<file path="config.mk">
export PLATFORM = sky130hd
export DESIGN_NAME = tick_alarm_scheduler_core
export DESIGN_NICKNAME = d
export VERILOG_FILES = /design/src/sv/tas_pkg.sv /design/src/sv/tick_alarm_scheduler_core.sv
export SDC_FILE = /design/constraint.sdc
export NUM_CORES = 1
export LEC_CHECK = 0
export BUFFER_PORTS_ARGS = -buffer_cell sky130_fd_sc_hd__buf_2
export CAP_MARGIN = 20
export CORE_ASPECT_RATIO = 2
export CORE_MARGIN = 1.5
export CORE_UTILIZATION = 52
export CTS_BUF_LIST = sky130_fd_sc_hd__clkbuf_8
export DETAILED_ROUTE_END_ITERATION = 8
export PLACE_DENSITY_LB_ADDON = 0.05
export SLEW_MARGIN = 25
export SYNTH_ARGS = -nofsm -noshare
export SYNTH_HDL_FRONTEND = slang
export SYNTH_SLANG_ARGS = --single-unit
export TNS_END_PERCENT = 50
</file>
<file path="constraint.sdc">
create_clock -name clock -period 5.56 [get_ports clock]
set_input_delay 1.112 -clock clock [delete_from_list [all_inputs] [get_ports clock]]
set_output_delay 1.112 -clock clock [all_outputs]
set_load 0.01 [all_outputs]
</file>
<file path="src/sv/tas_pkg.sv">
// ----------------------------------------------------------------------------
// tas_pkg
// Shared types and constants of the tick alarm scheduler.
// ----------------------------------------------------------------------------
package tas_pkg;

   // Default alarm table depth
   localparam int TAS_NUM_ALARMS = 16;

   // Field widths
   localparam int TICK_W   = 32;
   localparam int ID_W     = 4;
   localparam int REQ_TDATA_W = 40;  // alarm_id, deadline, zero fill to bytes
   localparam int RSP_TDATA_W = 40;  // fired_id, tick_now, zero fill to bytes

   // Only ids that fit the alarm_id field can be addressed
   localparam int ID_SPAN  = 2 ** ID_W;

   localparam logic [TICK_W-1:0] START_TICK_RESET = '0;

   typedef enum logic [2:0] {
      ST_NONE   = 3'd0,
      ST_FIRED  = 3'd1,
      ST_ARMED  = 3'd2,
      ST_CANCEL = 3'd3,
      ST_PASSED = 3'd4
   } status_type;

   typedef enum logic {
      MODE_TICK = 1'b0,
      MODE_SET  = 1'b1
   } mode_type;

endpackage

</file>
<file path="src/sv/tick_alarm_scheduler_core.sv">
// ----------------------------------------------------------------------------
// tick_alarm_scheduler_core
// Wrapping tick counter with a table of one-shot alarms on absolute deadlines.
// ----------------------------------------------------------------------------
// A req transfer either advances the tick counter (mode 0) or sets or cancels
// one alarm (mode 1). A set transfer gives one rsp transfer (armed, cancelled
// or deadline already passed) from the S_SET state, which waits while the
// result register is still occupied. A tick transfer scans the alarm table
// one entry per cycle, except while a fired result waits for the result
// register, through the single read port of the deadline memory; once all
// min(NUM_ALARMS,16) entries are scanned the final result is handed over
// from S_FIN, which also waits for the result register to be taken.
// Every alarm whose deadline matches
// the new count gives one fired result, in ascending index, the last one
// flagged by rsp_tlast; with no match a single no-alarm result is given.
// The next req transfer is taken as soon as the previous item has handed its
// final result to the output register, whether or not that has been taken.
// Writing csr_wdata with csr_we loads the counter and disarms every alarm;
// write it only while the block is idle. Deadlines are held in a memory that
// is never cleared; the armed bits sit in flip-flops cleared by reset.
// ----------------------------------------------------------------------------
module tick_alarm_scheduler_core
   import tas_pkg::*;
#(
   parameter int NUM_ALARMS = TAS_NUM_ALARMS
) (
   input  logic                   clock,
   input  logic                   reset,
   // input stream
   input  logic                   req_tvalid,
   output logic                   req_tready,
   input  logic [REQ_TDATA_W-1:0] req_tdata,   // [3:0] alarm_id, [35:4] deadline
   input  logic                   req_tuser,   // [0] mode
   // result stream
   output logic                   rsp_tvalid,
   input  logic                   rsp_tready,
   output logic [RSP_TDATA_W-1:0] rsp_tdata,   // [3:0] fired_id, [35:4] tick_now
   output logic [2:0]             rsp_tuser,   // [2:0] status
   output logic                   rsp_tlast,
   // configuration
   input  logic                   csr_we,
   input  logic [TICK_W-1:0]      csr_wdata
);

   localparam int IDX_W  = (NUM_ALARMS > 1) ? $clog2(NUM_ALARMS) : 1;
   localparam int SCAN_N = (NUM_ALARMS < ID_SPAN) ? NUM_ALARMS : ID_SPAN;
   localparam int CNT_W  = $clog2(SCAN_N + 1);

   typedef enum logic [1:0] {
      S_IDLE,
      S_SET,
      S_SCAN,
      S_FIN
   } state_type;

   state_type              state_ff;
   logic [TICK_W-1:0]      tick_ff;
   logic [NUM_ALARMS-1:0]  armed_ff;

   // held request
   logic [ID_W-1:0]        item_id_ff;
   logic [TICK_W-1:0]      item_dl_ff;

   // scan pipeline: address issue, then compare on the read data
   logic [CNT_W-1:0]       scan_idx_ff;
   logic                   chk_vld_ff;
   logic [IDX_W-1:0]       chk_idx_ff;
   logic                   pend_vld_ff;
   logic [ID_W-1:0]        pend_id_ff;

   // result register
   logic                   rsp_tvalid_ff;
   status_type             rsp_status_ff;
   logic [ID_W-1:0]        rsp_id_ff;
   logic [TICK_W-1:0]      rsp_tick_ff;
   logic                   rsp_last_ff;

   // deadline memory
   logic [TICK_W-1:0]      dl_mem [NUM_ALARMS];
   logic [TICK_W-1:0]      mem_q_ff;
   logic                   mem_we;
   logic                   mem_re;
   logic [IDX_W-1:0]       item_idx;

   logic                   req_xfer;
   logic                   out_free;
   logic                   id_ok;
   logic                   hit;
   logic                   adv;
   logic                   scan_more;
   logic                   rsp_load;
   logic [ID_W-1:0]        req_id;
   logic [TICK_W-1:0]      req_dl;

   assign req_id   = req_tdata[ID_W-1:0];
   assign req_dl   = req_tdata[ID_W+TICK_W-1:ID_W];
   assign req_tready = (state_ff == S_IDLE);
   assign req_xfer = req_tvalid && req_tready;

   // The result register is free when empty or being drained this cycle
   assign out_free = !rsp_tvalid_ff || rsp_tready;

   assign item_idx = IDX_W'(item_id_ff);
   assign id_ok    = (32'(item_id_ff) < 32'(NUM_ALARMS));

   // A match needs the pending fired result moved out first; stall if blocked
   assign hit       = chk_vld_ff && armed_ff[chk_idx_ff] && (mem_q_ff == tick_ff);
   assign adv       = !(hit && pend_vld_ff && !out_free);
   assign scan_more = (scan_idx_ff != CNT_W'(SCAN_N));

   // A new result enters the output register this cycle
   assign rsp_load = ((state_ff == S_SET) && out_free) ||
                     ((state_ff == S_SCAN) && adv && hit && pend_vld_ff) ||
                     ((state_ff == S_FIN) && out_free);

   assign mem_we = (state_ff == S_SET) && out_free && id_ok;
   assign mem_re = (state_ff == S_SCAN) && adv && scan_more;

   always_ff @(posedge clock) begin
      if (mem_we) begin
         dl_mem[item_idx] <= item_dl_ff;
      end
      if (mem_re) begin
         mem_q_ff <= dl_mem[IDX_W'(scan_idx_ff)];
      end
   end

   always_ff @(posedge clock) begin
      if (reset) begin
         state_ff      <= S_IDLE;
         tick_ff       <= START_TICK_RESET;
         armed_ff      <= '0;
         scan_idx_ff   <= '0;
         chk_vld_ff    <= 1'b0;
         pend_vld_ff   <= 1'b0;
         rsp_tvalid_ff <= 1'b0;
      end else begin
         // load a new result, else drop the held one once taken
         if (rsp_load) begin
            rsp_tvalid_ff <= 1'b1;
         end else if (rsp_tvalid_ff && rsp_tready) begin
            rsp_tvalid_ff <= 1'b0;
         end

         case (state_ff)
            S_IDLE: begin
               if (csr_we) begin
                  tick_ff  <= csr_wdata;
                  armed_ff <= '0;
               end
               if (req_xfer) begin
                  item_id_ff <= req_id;
                  item_dl_ff <= req_dl;
                  if (mode_type'(req_tuser) == MODE_SET) begin
                     state_ff <= S_SET;
                  end else begin
                     tick_ff     <= tick_ff + 1'b1;
                     scan_idx_ff <= '0;
                     chk_vld_ff  <= 1'b0;
                     pend_vld_ff <= 1'b0;
                     state_ff    <= S_SCAN;
                  end
               end
            end

            S_SET: begin
               if (out_free) begin
                  rsp_id_ff     <= item_id_ff;
                  rsp_tick_ff   <= tick_ff;
                  rsp_last_ff   <= 1'b1;
                  if (!id_ok || item_dl_ff == '0) begin
                     rsp_status_ff <= ST_CANCEL;
                  end else if (item_dl_ff > tick_ff) begin
                     rsp_status_ff <= ST_ARMED;
                  end else begin
                     rsp_status_ff <= ST_PASSED;
                  end
                  if (id_ok) begin
                     armed_ff[item_idx] <= (item_dl_ff != '0) && (item_dl_ff > tick_ff);
                  end
                  state_ff <= S_IDLE;
               end
            end

            S_SCAN: begin
               if (adv) begin
                  // issue the next read, advance the compare stage
                  chk_vld_ff <= scan_more;
                  chk_idx_ff <= IDX_W'(scan_idx_ff);
                  if (scan_more) begin
                     scan_idx_ff <= scan_idx_ff + 1'b1;
                  end
                  if (hit) begin
                     armed_ff[chk_idx_ff] <= 1'b0;
                     pend_vld_ff <= 1'b1;
                     pend_id_ff  <= ID_W'(chk_idx_ff);
                     if (pend_vld_ff) begin
                        rsp_status_ff <= ST_FIRED;
                        rsp_id_ff     <= pend_id_ff;
                        rsp_tick_ff   <= tick_ff;
                        rsp_last_ff   <= 1'b0;
                     end
                  end
               end
               if (!scan_more && !chk_vld_ff) begin
                  state_ff <= S_FIN;
               end
            end

            S_FIN: begin
               // hand over the final result of the tick
               if (out_free) begin
                  rsp_tick_ff   <= tick_ff;
                  rsp_last_ff   <= 1'b1;
                  if (pend_vld_ff) begin
                     rsp_status_ff <= ST_FIRED;
                     rsp_id_ff     <= pend_id_ff;
                  end else begin
                     rsp_status_ff <= ST_NONE;
                     rsp_id_ff     <= '0;
                  end
                  pend_vld_ff <= 1'b0;
                  state_ff    <= S_IDLE;
               end
            end

            default: begin
               state_ff <= S_IDLE;
            end
         endcase
      end
   end

   assign rsp_tvalid = rsp_tvalid_ff;
   assign rsp_tuser  = rsp_status_ff;
   assign rsp_tlast  = rsp_last_ff;
   assign rsp_tdata  = {{(RSP_TDATA_W-TICK_W-ID_W){1'b0}}, rsp_tick_ff, rsp_id_ff};

   // An idle block has no compare in flight and no fired result held back
   a_idle_clean: assert property (@(posedge clock) disable iff (reset)
      (state_ff == S_IDLE) |-> (!chk_vld_ff && !pend_vld_ff))
      else $error("idle with scan work outstanding");

   // Only fired results can be followed by more results of the same item
   a_notlast_fired: assert property (@(posedge clock) disable iff (reset)
      (rsp_tvalid_ff && !rsp_last_ff) |-> (rsp_status_ff == ST_FIRED))
      else $error("non-final result that is not a fired alarm");

   // A reported alarm has been disarmed
   a_fired_disarmed: assert property (@(posedge clock) disable iff (reset)
      (rsp_tvalid_ff && rsp_status_ff == ST_FIRED) |-> !armed_ff[IDX_W'(rsp_id_ff)])
      else $error("fired alarm still armed");

   // The scan never stalls unless a fired result is waiting for the output
   a_stall_cause: assert property (@(posedge clock) disable iff (reset)
      (state_ff == S_SCAN && !adv) |-> (rsp_tvalid_ff && !rsp_tready && pend_vld_ff))
      else $error("scan stalled without a blocked result");

endmodule

</file>
==> results.sh <==
export IMPL_antenna_left=0
export IMPL_synthAdderAreaFrac_pct=1.81
export IMPL_ys_warn_count=0
export IMPL_arrival_ns=4.07
export IMPL_synth_xor_area_share_pct=1.23
export IMPL_ys_seq_area_share_pct=70.5
export IMPL_ir_worst_vdd_uv=242
export IMPL_syn_inst=1599
export IMPL_hold_viol_final=0
export IMPL_synthArstFlopShare_pct=0
export IMPL_cp_data_required_time_ns=5.87
export IMPL_syn_area_per_cell_um2=17.8
export IMPL_worstSetupEndpointType="flip-flop"
export IMPL_max_cap_violations=0
export IMPL_wirelength_mm=71.6
export IMPL_dp_hpwl_mm=44.6
export IMPL_yosys_area_share_simple_pct=5.25
export IMPL_pwr_share_seq_pct=52.3
export IMPL_synth_area_leaders="edfxtp_1, mux4_2, dfxtp_1"
export IMPL_post_cts_setup_buffers=0
export IMPL_htreeDepth=3
export IMPL_rsz0062_at_grt="no"
export IMPL_syn_to_final_growth_pct=12.0
export IMPL_clk_pin_slew_ns=0.07
export IMPL_grt_pass1_wl_mm=106
export IMPL_synth_top_family_by_area="multiplexers"
export IMPL_dr_pass1_iters=6
export IMPL_grt_max_degree=133
export IMPL_muxShareOfSynthArea_pct=13.4
export IMPL_leakagePower_nw=10.1
export IMPL_die_area_mm2=0.0561
export IMPL_relSlewSlack_pct=28.2
export IMPL_tns_ns=0
export IMPL_port_buffers=115
export IMPL_critPathMaxFanout=33
export IMPL_wire_per_inst_um=28.4
export IMPL_min_from="tick_ff[17]$_SDFFE_PP0P_"
export IMPL_final_nets=1883
export IMPL_setup_viol=0
export IMPL_cts_max_path_buffers=3
export IMPL_fin_crit_ns=3.76
export IMPL_synth_edf_count=628
export IMPL_total_power_mw=12.4
export IMPL_min_period_over_period_pct=67.6
export IMPL_grt_pass1_vias=16300
export IMPL_clock_skew_ns=0.0320
export IMPL_clock_latency_ns=0.68
export IMPL_tritoncts="done"
export IMPL_gp_congestion=0.912
export IMPL_antenna_found_initial=1
export IMPL_pwr_density_cell_mw_per_mm2=390
export IMPL_rows=121
export IMPL_synth_top_cell_by_area="edfxtp_1"
export IMPL_die_w_um=168
export IMPL_hp_class="reg2reg"
export IMPL_grt_ovfl_total=0
export IMPL_p_clk_share_pct=31.4
export IMPL_drc=0
export IMPL_worst_slew_pin_slew_ns=1.07
export IMPL_die_h_um=334
export IMPL_switching_power_mw=3.58
export IMPL_coreArea_mm2=0.0542
export IMPL_post_synth_top_count_cell="edfxtp_1"
export IMPL_synth_common_cells="edfxtp_1, mux4_2, nand2_1, nor2_1, inv_1"
export IMPL_synth_compound_area_share_pct=5.64
export IMPL_r2r_start="tick_ff[7]$_SDFFE_PP0P_"
export IMPL_worstSetupPathType="reg2reg"
export IMPL_crit_start="tick_ff[7]$_SDFFE_PP0P_"
export IMPL_synth_area_mm2=0.0284
export IMPL_yosys_most_used_dff="edfxtp_1"
export IMPL_ios=124
export IMPL_switching_share_pct=28.9
export IMPL_cts_resized=0
export IMPL_cp_start_kind="flip-flop"
export IMPL_cts_made_buffers=95
export IMPL_avgViaCountPerCell=6.24
export IMPL_cts_sinks=686
export IMPL_drt_initial_drc_count=1558
export IMPL_num_vias=15700
export IMPL_p_int_mw=8.83
export IMPL_ctsHoldBuffers=0
export IMPL_yosysTopAreaCellShare_pct=66.4
export IMPL_grt_usage_pct=26.2
export IMPL_cts_root_buf="clkbuf_8"
export IMPL_maxSlewViolCount=0
export IMPL_synth_seq_cells=686
export IMPL_postLayoutCoreUtil_pct=58.7
export IMPL_p_comb_share_pct=16.4
export IMPL_ys_types=73
export IMPL_max_freq_mhz=266
export IMPL_start_util_pct=52.4
export IMPL_drive_gt1_share_pct=26.8
export IMPL_status="finished, final reports clean"
==> layout make-up <==
cell class	instances	area, um^2
antenna	1	2.50
clock buffer	98	1350
clock inverter	79	546
fill	4222	22400
inverter	62	233
multi-input combinational	764	7910
sequential	686	20000
tap	676	846
timing repair buffer	155	901
==> worst max-delay path: stages (launching register included) <==
cell     delay [ns]
dfxtp_1        0.56
xor2_1         0.25
or4_1          0.58
nor4_2         0.44
and4_1         0.53
a31oi_1        0.14
or3_1          0.39
nor2_2         0.09
buf_4          0.38
==> per-layer routing <==
metal  share of wire [%]  global-route usage (%)
met5                   0                       0
met3                 4.6                    3.43
met2                  54                    47.4
met1                  38                    31.3
met4                 4.1                    11.3
==> stage by stage <==
step	cell area [um^2]	worst slack, ns	hold slack, ns	std cells
after global placement	29900	1.89	0.518	2343
after detailed placement	29900	1.84	0.512	2343
final	31800	1.80	0.552	2521
after global routing	31800	1.60	0.553	2521
after CTS	31800	1.96	0.546	2520
after floorplan	28400	1.65	0.403	1602
==> path summary, 6_finish.rpt <==
check,to,slack (ns),depth (start not counted)
worst max register to register,rsp_tick_ff[24]$_DFFE_PP_,1.80,8
worst min-delay path,rsp_tick_ff[17]$_DFFE_PP_,0.55,0
worst max-delay path,rsp_tick_ff[24]$_DFFE_PP_,1.80,8
worst min register to register,rsp_tick_ff[17]$_DFFE_PP_,0.55,0
==> cells by family (layout without fill, tap and decap cells) <==
logic type	Yosys count	after routing
DFF	686	686
and+or+nand+nor	301	301
AOI/OAI and AO/OA	204	204
muxes	174	174
buffers and inverters	152	394
adders and majority gates	41	41
xor gates and xnor gates	40	40
other	1	5
==> placed cells by master, fill, tap and decap left out, types with 15 or more instances in the layout <==
| master | count |
|---|---|
| edfxtp_1 | 628 |
| mux4_2 | 161 |
| buf_2 | 115 |
| clkbuf_8 | 98 |
| inv_1 | 81 |
| nand2_1 | 77 |
| nor2_1 | 58 |
| dfxtp_1 | 54 |
| ha_1 | 41 |
| buf_4 | 38 |
| xnor2_1 | 32 |
| nand3_1 | 31 |
| a21oi_1 | 30 |
| o21ai_0 | 27 |
| clkinv_1 | 26 |
| nand4_1 | 23 |
| nor3_1 | 22 |
| clkinv_2 | 20 |
| a21o_1 | 17 |
| nor2_4 | 17 |
| a22o_1 | 16 |
| a311o_1 | 16 |
| nor2b_1 | 15 |
==> power groups by stage <==
stage               logic (mW)  registers (mW)  clock network (mW)
global placement          2.01            6.57                   0
detailed placement        2.04            6.60                   0
global route              2.20            6.52                4.18
floorplan                 1.33            6.46                   0
finish                    2.03            6.49                3.89
CTS                       2.04            6.49                3.99
==> flip-flops by register name, indices dropped and copies added (netlist names), 2 cells and up <==
name / cells
pend_id_ff: 4
item_id_ff: 4
tick_ff: 32
state_ff: 2
rsp_id_ff: 4
rsp_tuser: 3
chk_idx_ff: 4
item_dl_ff: 32
dl_mem: 512
mem_q_ff: 32
rsp_tick_ff: 32
armed_ff: 16
scan_idx_ff: 5
(Power assumes the default switching activity.)
